$ cat src/rtl/core/utf8vd_pkg.sv
// utf8vd_pkg: shared types, codes and byte classification for the UTF-8 validating decoder.
// No dependencies. Imported by every module of the decoder.
`default_nettype none
package utf8vd_pkg;

    // report kinds
    localparam logic [2:0] K_CODE = 3'd0;
    localparam logic [2:0] K_SUR  = 3'd1;
    localparam logic [2:0] K_BRK  = 3'd2;
    localparam logic [2:0] K_INV  = 3'd3;
    localparam logic [2:0] K_CTX  = 3'd4;
    localparam logic [2:0] K_TAIL = 3'd5;

    // byte classes
    localparam logic [2:0] CL_T0   = 3'd0;
    localparam logic [2:0] CL_T1   = 3'd1;
    localparam logic [2:0] CL_T2   = 3'd2;
    localparam logic [2:0] CL_T3   = 3'd3;
    localparam logic [2:0] CL_ASC  = 3'd4;
    localparam logic [2:0] CL_HEAD = 3'd5;
    localparam logic [2:0] CL_BAD  = 3'd6;

    // decoder modes
    localparam logic [3:0] M_IDLE   = 4'd0;
    localparam logic [3:0] M_2OF2   = 4'd1;
    localparam logic [3:0] M_2OF3   = 4'd2;
    localparam logic [3:0] M_2OF3E0 = 4'd3;
    localparam logic [3:0] M_2OF3ED = 4'd4;
    localparam logic [3:0] M_2OF4   = 4'd5;
    localparam logic [3:0] M_2OF4F0 = 4'd6;
    localparam logic [3:0] M_2OF4F4 = 4'd7;
    localparam logic [3:0] M_3OF3   = 4'd8;
    localparam logic [3:0] M_3OF3HS = 4'd9;
    localparam logic [3:0] M_3OF3LS = 4'd10;
    localparam logic [3:0] M_3OF4   = 4'd11;
    localparam logic [3:0] M_4OF4   = 4'd12;

    localparam int QDEPTH = 4;

    typedef struct packed {
        logic [2:0]        kind;
        logic signed [2:0] offset;
        logic [2:0]        span_length;
        logic              last;
    } res_t;

    typedef struct packed {
        logic [2:0] cls;
        logic [3:0] head_mode;
    } byte_info_t;

    function automatic byte_info_t classify(input logic [7:0] v);
        byte_info_t bi;
        bi.head_mode = M_IDLE;
        bi.cls       = CL_BAD;
        if (v < 8'h80) begin
            bi.cls = CL_ASC;
        end else if (v < 8'hC0) begin
            bi.cls = {1'b0, v[5:4]};
        end else if (v < 8'hC2) begin
            bi.cls = CL_BAD;
        end else if (v < 8'hE0) begin
            bi.cls = CL_HEAD; bi.head_mode = M_2OF2;
        end else if (v == 8'hE0) begin
            bi.cls = CL_HEAD; bi.head_mode = M_2OF3E0;
        end else if (v == 8'hED) begin
            bi.cls = CL_HEAD; bi.head_mode = M_2OF3ED;
        end else if (v < 8'hF0) begin
            bi.cls = CL_HEAD; bi.head_mode = M_2OF3;
        end else if (v == 8'hF0) begin
            bi.cls = CL_HEAD; bi.head_mode = M_2OF4F0;
        end else if (v < 8'hF4) begin
            bi.cls = CL_HEAD; bi.head_mode = M_2OF4;
        end else if (v == 8'hF4) begin
            bi.cls = CL_HEAD; bi.head_mode = M_2OF4F4;
        end
        return bi;
    endfunction

    function automatic res_t make_res(input logic [2:0] kind, input logic [1:0] back,
                                      input logic [2:0] len, input logic last);
        res_t r;
        r.kind        = kind;
        r.offset      = 3'sd0 - $signed({1'b0, back});
        r.span_length = len;
        r.last        = last;
        return r;
    endfunction

endpackage
`default_nettype wire

$ cat src/rtl/core/utf8vd_step.sv
// utf8vd_step: one decoder move; byte class plus current mode give next mode and up to two reports.
// Depends on utf8vd_pkg.
`default_nettype none
module utf8vd_step
    import utf8vd_pkg::*;
(
    input  wire logic       func,
    input  wire logic [7:0] data_byte,
    input  wire logic [3:0] mode_cur,
    input  wire logic [1:0] pend_cur,
    output logic [3:0]      mode_nxt,
    output logic [1:0]      pend_nxt,
    output logic [1:0]      res_count,
    output res_t            res0,
    output res_t            res1
);

    logic [3:0] mode_eff;
    logic [1:0] pend_eff;
    byte_info_t bi;
    logic [2:0] pend_len;

    always_comb begin
        mode_eff  = (mode_cur > M_4OF4) ? M_IDLE : mode_cur;
        pend_eff  = (mode_cur > M_4OF4) ? 2'd0 : pend_cur;
        pend_len  = {1'b0, pend_eff};
        bi        = classify(data_byte);
        mode_nxt  = M_IDLE;
        pend_nxt  = 2'd0;
        res_count = 2'd0;
        res0      = '0;
        res1      = '0;
        if (func) begin
            if (pend_eff == 2'd0) begin
                mode_nxt = mode_cur;
                pend_nxt = pend_cur;
            end else begin
                res0      = make_res(K_BRK, pend_eff - 2'd1, pend_len, 1'b1);
                res_count = 2'd1;
            end
        end else if (bi.cls == CL_BAD || bi.cls == CL_ASC) begin
            if (mode_eff == M_IDLE) begin
                res0      = make_res((bi.cls == CL_BAD) ? K_INV : K_CODE, 2'd0, 3'd1, 1'b1);
                res_count = 2'd1;
            end else begin
                res0      = make_res(K_BRK, pend_eff, pend_len, 1'b0);
                res1      = make_res((bi.cls == CL_BAD) ? K_INV : K_CODE, 2'd0, 3'd1, 1'b1);
                res_count = 2'd2;
            end
        end else if (bi.cls == CL_HEAD) begin
            mode_nxt = bi.head_mode;
            pend_nxt = 2'd1;
            if (mode_eff != M_IDLE) begin
                res0      = make_res(K_BRK, pend_eff, pend_len, 1'b1);
                res_count = 2'd1;
            end
        end else begin
            // tail byte
            unique case (mode_eff)
                M_IDLE: begin
                    res0      = make_res(K_TAIL, 2'd0, 3'd1, 1'b1);
                    res_count = 2'd1;
                end
                M_2OF2, M_3OF3, M_4OF4: begin
                    res0      = make_res(K_CODE, pend_eff, pend_len + 3'd1, 1'b1);
                    res_count = 2'd1;
                end
                M_3OF3HS, M_3OF3LS: begin
                    res0      = make_res(K_SUR, 2'd2, 3'd3, 1'b1);
                    res_count = 2'd1;
                end
                M_2OF3: begin
                    mode_nxt = M_3OF3;
                end
                M_2OF3E0: begin
                    if (bi.cls == CL_T0 || bi.cls == CL_T1) begin
                        res0      = make_res(K_CTX, 2'd1, 3'd2, 1'b1);
                        res_count = 2'd1;
                    end else begin
                        mode_nxt = M_3OF3;
                    end
                end
                M_2OF3ED: begin
                    mode_nxt = (bi.cls == CL_T2) ? M_3OF3HS :
                               (bi.cls == CL_T3) ? M_3OF3LS : M_3OF3;
                end
                M_2OF4: begin
                    mode_nxt = M_3OF4;
                end
                M_2OF4F0: begin
                    if (bi.cls == CL_T0) begin
                        res0      = make_res(K_CTX, 2'd1, 3'd2, 1'b1);
                        res_count = 2'd1;
                    end else begin
                        mode_nxt = M_3OF4;
                    end
                end
                M_2OF4F4: begin
                    if (bi.cls != CL_T0) begin
                        res0      = make_res(K_CTX, 2'd1, 3'd2, 1'b1);
                        res_count = 2'd1;
                    end else begin
                        mode_nxt = M_3OF4;
                    end
                end
                default: begin
                    mode_nxt = M_4OF4;
                end
            endcase
            if (res_count == 2'd0) begin
                pend_nxt = pend_eff + 2'd1;
            end
        end
    end

endmodule
`default_nettype wire

$ cat src/rtl/core/utf8vd_outq.sv
// utf8vd_outq: small result queue; takes zero to two reports per cycle, hands out one per transaction.
// Depends on utf8vd_pkg.
`default_nettype none
module utf8vd_outq
    import utf8vd_pkg::*;
(
    input  wire logic       aclk,
    input  wire logic       aresetn,
    input  wire logic [1:0] push_count,
    input  wire res_t       push0,
    input  wire res_t       push1,
    input  wire logic       pop,
    output logic [2:0]      space,
    output logic            head_valid,
    output res_t            head
);

    res_t       entry_reg [QDEPTH];
    logic [1:0] wr_ptr_reg, wr_ptr_next;
    logic [1:0] rd_ptr_reg, rd_ptr_next;
    logic [2:0] count_reg, count_next;
    logic [1:0] wr_ptr_p1;

    assign wr_ptr_p1   = wr_ptr_reg + 2'd1;
    assign head_valid  = (count_reg != 3'd0);
    assign head        = entry_reg[rd_ptr_reg];
    assign space       = 3'(QDEPTH) - count_reg + {2'd0, pop};
    assign wr_ptr_next = wr_ptr_reg + push_count;
    assign rd_ptr_next = rd_ptr_reg + {1'b0, pop};
    assign count_next  = count_reg + {1'b0, push_count} - {2'd0, pop};

    always_ff @(posedge aclk) begin
        if (!aresetn) begin
            wr_ptr_reg <= '0;
            rd_ptr_reg <= '0;
            count_reg  <= '0;
        end else begin
            wr_ptr_reg <= wr_ptr_next;
            rd_ptr_reg <= rd_ptr_next;
            count_reg  <= count_next;
        end
    end

    always_ff @(posedge aclk) begin
        if (push_count != 2'd0) begin
            entry_reg[wr_ptr_reg] <= push0;
        end
        if (push_count == 2'd2) begin
            entry_reg[wr_ptr_p1] <= push1;
        end
    end

endmodule
`default_nettype wire

$ cat src/rtl/core/utf8_validating_decoder.sv
// utf8_validating_decoder: top level; input register, decoder state, step logic, result queue.
// Depends on utf8vd_pkg, utf8vd_step, utf8vd_outq.
//
// Usage:
//   Slave channel s_: one byte or an end-of-stream request per transaction.
//     s_tdata[7:0] is the byte, s_tuser is 1 for end of stream (byte ignored).
//   Master channel m_: one span report per transaction, kind on m_tuser,
//     offset and span length on m_tdata, m_tlast on the final report of an input.
//   Latency: with the queue empty, a report passes the input register and then a
//     queue entry before it is valid on m_, and can be taken at the following edge.
//   Throughput: one input per cycle while the queue has room for its reports; the
//     decoder state is updated by one table step per accepted input. Inputs that cause
//     two reports (broken sequence followed by an ASCII or invalid byte) leave as two transactions.
//   A four-entry result queue separates the channels; input keeps flowing while
//     reports wait, and s_tready drops only when the queue cannot take the
//     reports of the held input.
//   Reset (aresetn low, synchronous) empties the queue and the input register and
//     returns the decoder to expecting a head byte with nothing pending.
//   A stalled receiver holds m_ stable; no report is lost or repeated.
`default_nettype none
module utf8_validating_decoder
    import utf8vd_pkg::*;
(
    input  wire logic       aclk,
    input  wire logic       aresetn,
    input  wire logic       s_tvalid,
    output logic            s_tready,
    input  wire logic [7:0] s_tdata,   // [7:0] data_byte
    input  wire logic       s_tuser,   // [0] func
    output logic            m_tvalid,
    input  wire logic       m_tready,
    output logic [7:0]      m_tdata,   // [2:0] offset, [5:3] span_length, [7:6] zero
    output logic [2:0]      m_tuser,   // [2:0] kind
    output logic            m_tlast
);

    logic       in_vld_reg, in_vld_next;
    logic       func_reg;
    logic [7:0] byte_reg;
    logic [3:0] mode_reg;
    logic [1:0] pend_reg;

    logic [3:0] mode_nxt;
    logic [1:0] pend_nxt;
    logic [1:0] res_count;
    res_t       res0, res1;

    logic [2:0] space;
    logic       head_valid;
    res_t       head;
    logic       fire, s_accept, pop;

    utf8vd_step u_step (
        .func      (func_reg),
        .data_byte (byte_reg),
        .mode_cur  (mode_reg),
        .pend_cur  (pend_reg),
        .mode_nxt  (mode_nxt),
        .pend_nxt  (pend_nxt),
        .res_count (res_count),
        .res0      (res0),
        .res1      (res1)
    );

    assign pop      = head_valid && m_tready;
    assign fire     = in_vld_reg && (space >= {1'b0, res_count});
    assign s_tready = !in_vld_reg || fire;
    assign s_accept = s_tvalid && s_tready;
    assign in_vld_next = s_accept ? 1'b1 : (fire ? 1'b0 : in_vld_reg);

    utf8vd_outq u_outq (
        .aclk       (aclk),
        .aresetn    (aresetn),
        .push_count (fire ? res_count : 2'd0),
        .push0      (res0),
        .push1      (res1),
        .pop        (pop),
        .space      (space),
        .head_valid (head_valid),
        .head       (head)
    );

    always_ff @(posedge aclk) begin
        if (!aresetn) begin
            in_vld_reg <= 1'b0;
            mode_reg   <= M_IDLE;
            pend_reg   <= 2'd0;
        end else begin
            in_vld_reg <= in_vld_next;
            if (fire) begin
                mode_reg <= mode_nxt;
                pend_reg <= pend_nxt;
            end
        end
    end

    always_ff @(posedge aclk) begin
        if (s_accept) begin
            func_reg <= s_tuser;
            byte_reg <= s_tdata;
        end
    end

    assign m_tvalid = head_valid;
    assign m_tdata  = {2'b00, head.span_length, head.offset};
    assign m_tuser  = head.kind;
    assign m_tlast  = head.last;

endmodule
`default_nettype wire

$ cat config.mk
export PLATFORM = sky130hd
export DESIGN_NAME = utf8_validating_decoder
export DESIGN_NICKNAME = d
export VERILOG_FILES = /design/src/rtl/core/utf8vd_pkg.sv /design/src/rtl/core/utf8vd_step.sv /design/src/rtl/core/utf8vd_outq.sv /design/src/rtl/core/utf8_validating_decoder.sv
export SDC_FILE = /design/constraint.sdc
export NUM_CORES = 1
export LEC_CHECK = 0
export ABC_CLOCK_PERIOD_IN_PS = 13500
export BUFFER_PORTS_ARGS = -buffer_cell sky130_fd_sc_hd__buf_4
export CORE_MARGIN = 2
export CORE_UTILIZATION = 35
export CTS_BUF_LIST = sky130_fd_sc_hd__clkbuf_4 sky130_fd_sc_hd__clkbuf_8
export CTS_CLUSTER_DIAMETER = 50
export DETAILED_ROUTE_END_ITERATION = 7
export PLACE_DENSITY_LB_ADDON = 0.3
export SYNTH_ARGS = -nofsm -noshare
export SYNTH_HDL_FRONTEND = slang
export SYNTH_SLANG_ARGS = --single-unit
$ cat constraint.sdc
create_clock -name aclk -period 13.5 [get_ports aclk]
set_clock_uncertainty 0.15 [all_clocks]
set_input_delay 2.7 -clock aclk [delete_from_list [all_inputs] [get_ports aclk]]
set_output_delay 2.7 -clock aclk [all_outputs]
set_load 0.1 [all_outputs]
Yosys cells after proc, flatten, opt, wreduce, memory -nomap -nowiden
Memory sizes are Yosys's and may differ from the RTL's. A register that Yosys moved wholly into a read port is not among the register bits.
Index checks and enable logic that the tools add are counted.
W data, S select, Z words.
{"block": "op_classes", "mux": 65, "n_addsub": 12, "n_eq_ne": 23, "reduce_logical": 20, "n_lt_le_gt_ge": 8}
{"op": "$mux W10", "n": 10}
{"op": "$pmux W10 S6", "n": 1}
{"op": "$lt A8 B8 Y1 const B", "n": 6}
{"op": "$mux W4", "n": 12}
{"op": "$mux W7", "n": 5}
{"op": "$mux W2", "n": 17}
{"op": "$eq A8 B8 Y1 const B", "n": 4}
{"op": "$pmux W4 S7", "n": 1}
{"op": "$mux W9", "n": 2}
{"op": "$eq A4 B3 Y1 const B", "n": 4}
{"op": "$eq A4 B4 Y1 const B", "n": 4}
{"op": "$mux W6", "n": 2}
{"op": "$mux W1", "n": 11}
{"op": "$eq A3 B3 Y1 const B", "n": 3}
{"op": "$mux W3", "n": 3}
{"op": "$eq A4 B2 Y1 const B", "n": 2}
{"op": "$pmux W2 S4", "n": 1}
{"op": "$eq A3 B2 Y1 const B", "n": 2}
{"op": "$reduce_bool A3 Y1", "n": 2}
{"op": "$reduce_or A6 Y1", "n": 1}
{"op": "$sub A1 B2 Y3 const A", "n": 2}
{"op": "$add A2 B1 Y2 const B", "n": 2}
{"op": "$eq A4 B1 Y1 const B", "n": 1}
{"op": "$gt A4 B4 Y1 const B", "n": 1}
{"op": "other kinds (23)", "n": 29}
{"block": "totals", "ram_bits": 40, "word_cells": 137, "in_bits": 13, "memories": 1, "output_inout_bits": 14, "ff_bits": 23}
{"memory": "u_outq.entry_reg", "words": 4, "word_bits": 10, "read_ports": 1, "rd_ports_with_merged_regs": 1, "write_ports": 2, "line_no": "utf8vd_outq.sv:18", "rtl": "res_t entry_reg [QDEPTH];"}

Depth between registers and ports, before layout
{"block": "logic_depth", "ltp_word": 27, "mapped_depth": 20, "ltp_nobuf": 19}

Cells and area by module
A second synthesis with hierarchy kept.
{"block": "unflattened", "hier_cells": 356, "area_unflattened_um2": 4287.9}
{"module": "utf8vd_outq", "seq_area_each_um2": 1341.3, "area_each_um2": 2555.0, "cells_per_inst": 143, "instances": 1}
{"module": "utf8vd_step", "seq_area_each_um2": 0.0, "area_each_um2": 1066.0, "cells_per_inst": 159, "instances": 1}
{"module": "utf8_validating_decoder", "seq_area_each_um2": 410.4, "area_each_um2": 666.9, "cells_per_inst": 54, "instances": 1}

Worst setup path before layout
OpenSTA, ideal clock, no wires.
{"block": "synth_timing", "kind": "input port to output port", "from": "input m_tready", "to": "output s_tready", "path_stages": 7, "path_slack_ps": 6222, "n_path_buf": 0, "t_required_ps": 10650, "arrival_time_ps": 4428, "path_cell_list": "nand2_1 -> ha_1 -> inv_1 -> ha_1 -> ha_1 -> a211oi_1 -> nand2_1"}
{"block": "synth_between", "elab_chain_cells": 5}
{"element": "start: declaration", "line_no": "utf8_validating_decoder.sv:31", "rtl": "input wire logic m_tready,"}
{"element": "$logic_and A1 B1 Y1", "line_no": "utf8_validating_decoder.sv:65", "rtl": "assign pop = head_valid && m_tready;"}
{"element": "$add A3 B1 Y3", "line_no": "utf8vd_outq.sv:27", "rtl": "assign space = 3'(QDEPTH) - count_reg + {2'd0, pop};"}
{"element": "$ge A3 B2 Y1", "line_no": "utf8_validating_decoder.sv:66", "rtl": "assign fire = in_vld_reg && (space >= {1'b0, res_count});"}
{"element": "$logic_and A1 B1 Y1", "line_no": "utf8_validating_decoder.sv:66"}
{"element": "$logic_or A1 B1 Y1", "line_no": "utf8_validating_decoder.sv:67", "rtl": "assign s_tready = !in_vld_reg || fire;"}
{"element": "end: declaration", "line_no": "utf8_validating_decoder.sv:27", "rtl": "output logic s_tready,"}
Every way passes these cells.

Final worst setup path
Ends and elaborated chain as after synthesis.

==> reports/metrics.cfg <==
[status]
status=complete, no violations

[yosys]
synth-simple-area-share_pct=17.5
ys_seq_elements=63
synth_top_cell_area_share_pct=20.2
ys_seq_area_share_pct=40.1
synth_top_family_by_area=compound AO/OA/AOI/OAI gates
synth.distinct_cells=69
async_flop_share_pct=0
avgSynthCellArea_um2=9.71
synthCells=388
synthAdderAreaFrac_pct=4.52
synthXorXnorAreaFrac_pct=2.09
synthMuxAreaShare_pct=7.14
synth_compound_area_share_pct=22.7
yosys.area.top_type=dfxtp_1
synth_area_leaders=dfxtp_1, edfxtp_1, mux4_2
yosysWarnings=0
synth_flop_cell=dfxtp_1
syn_area_mm2=0.00377
synth-edff-count=25

[die]
die_w_um=108
ios=27
start_util_pct=36.3
die_h_um=108
coreArea_mm2=0.0104
rows=37
die-area_mm2=0.0116

[setup_path]
critPathMaxFanout=3
slowest_stage=a211oi_1
cp-end-kind=output port
crit_chain=buf_4 > nand2_1 > ha_1 > inv_1 > ha_1 > ha_1 > a211oi_1 > nand2_1 > buf_4
required_ps=10650
criticalPathCategory=in2out
startpoint_type=input pin
cpPeakStageDelay_ps=350
regToRegSetupSlack_ps=8330
crit_top_cell=ha_1
cp.arrival_ps=4330

[clock_tree]
h-tree-depth=3
numCtsBuffers=9
cts_setup_buffers=0
cts_tree=done
cts.sinks=63
cts_repair_resize_count=0
cts_root_buf=clkbuf_8
hold_buffers=0
clk_pin_slew_worst_paths_ps=80
clkLatencyLatePin_ps=340
clock_path_buffers=2

[timing]
slew_violations=0
slew_headroom_pct=49.4
fin_crit_ps=7180
hold_violations=0
fmax_mhz=139
period_share_pct=53.2
rsz0062_at_grt=no
setup_viol=0
tightest_slew_ps=751
fin_tns_setup_ps=0

[worst_hold_path]
min_path_type=reg2reg

[run]
drv_cap=0

[grt]
met2_usage_pct=26.2
grt.overflow.total=0
grt_use_met3_pct=3.33
antenna_found_initial=0
busiest_layer=met2
met1_usage_pct=21.2
grt_pass1_vias=2904
grt_pass1_wl_um=14800
grt_usage_pct=16.1
grt_max_degree=27

[routing]
via_per_inst=5.69
first_iter_violations=153
routed_wl_um=8840
vias=3049
wl_per_cell_um=16.5
drc=0
firstDrtPassIters=5
final_antenna_net_count=0

[power]
power_density_mw_per_mm2=166
p_leak_nw=1.51
peakVddDrop_mv=0.0815
p_total_uw=691

[layout]
layout.nets=421
antenna_cells=0
drive_above_1_share_pct=17.0
area_growth_pct=10.7
largest_reg_flops=40
n_fill_cell=1045

[placement]
place_congestion=0.870
portBuffers=24
dp.final_hpwl_um=6280

-- cell families after synthesis --
| family | count (synthesis) |
|---|---|
| AND/OR/NAND/NOR | 121 |
| AO/OA/AOI/OAI | 115 |
| flip-flops | 63 |
| buffers and inverters | 52 |
| multiplexers | 14 |
| adder cells (fa/ha/maj) | 13 |
| XOR/XNOR | 9 |
| other | 1 |
-- area by class of cell --
| class | count | area (um^2) | area share, % |
|---|---|---|---|
| inverters | 21 | 78.8 | 1.89 |
| multi-input cells | 274 | 2040 | 48.9 |
| repair buffers | 26 | 195 | 4.68 |
| clock buffers | 11 | 139 | 3.33 |
| flip-flops and latches | 63 | 1510 | 36.3 |
| clock inverters | 5 | 35.0 | 0.841 |
| well taps | 136 | 170 | 4.08 |
-- placed cells by master, fill, tap and decap left out, types with 11 or more instances in the layout --
cell and count:
dfxtp_1 38, nand2_1 27, buf_4 26, a21oi_1 25, edfxtp_1 25, nor2_1 24, inv_1 20, o21ai_0 14
a32o_1 13, ha_1 12, nor3_1 11
-- cell usage after synthesis (5+ instances only) --
cell type   n
dfxtp_1    38
o21ai_0    14
nand2_1    27
clkbuf_1   20
o211ai_1    9
xor2_1      5
a211oi_1   10
nand3_1     6
and2_1      7
nor3_1     11
a21oi_1    25
nor2b_1    10
and3_1      5
ha_1       12
nand2b_1    7
inv_1      20
nor2_1     24
a32o_1     13
buf_2       5
mux4_2     10
edfxtp_1   25
-- worst max-delay path: cells and delay by family --
| kind | cells | cell delay (ps) |
|---|---|---|
| buffers and inverters | 3 | 400 |
| AND/OR/NAND/NOR | 2 | 190 |
| AO/OA/AOI/OAI | 1 | 350 |
| adder cells (fa/ha/maj) | 3 | 690 |
-- metrics by stage --
step | hold WS, ps | std cells | area, um^2 | setup WS, ps | utilization, %
2_1_floorplan | 277 | 389 | 3770 | 6220 | -
3_3_place_gp | 293 | 520 | 3990 | 6360 | 38.5
3_5_place_dp | 302 | 520 | 3990 | 6320 | 38.5
4_1_cts | 314 | 536 | 4170 | 6310 | 40.2
5_1_grt | 339 | 536 | 4170 | 6160 | 40.2
6_report | 310 | 536 | 4170 | 6320 | 40.2
-- worst paths after layout --
check,from,to,cells past startpoint
min,u_outq.entry_reg[2][3],u_outq.entry_reg[2][3],2
max,m_tready,s_tready,9
min reg2reg,u_outq.entry_reg[2][3],u_outq.entry_reg[2][3],2
max reg2reg,byte_reg[3],u_outq.count_reg[2],19
-- per-layer routing --
layer	vias up	routed length, um
met5	-	0
met2	97	4280
li1	1467	-
met3	16	429
met1	1469	3980
met4	0	153
-- power breakdown --
group	internal [mW]	total (mW)	switching, mW
Clock	0.0707	0.148	0.0775
Combinational	0.0916	0.294	0.202
Sequential	0.219	0.249	0.0297
Total	0.382	0.691	0.310
Note: power is estimated with default switching activity, not from simulation.
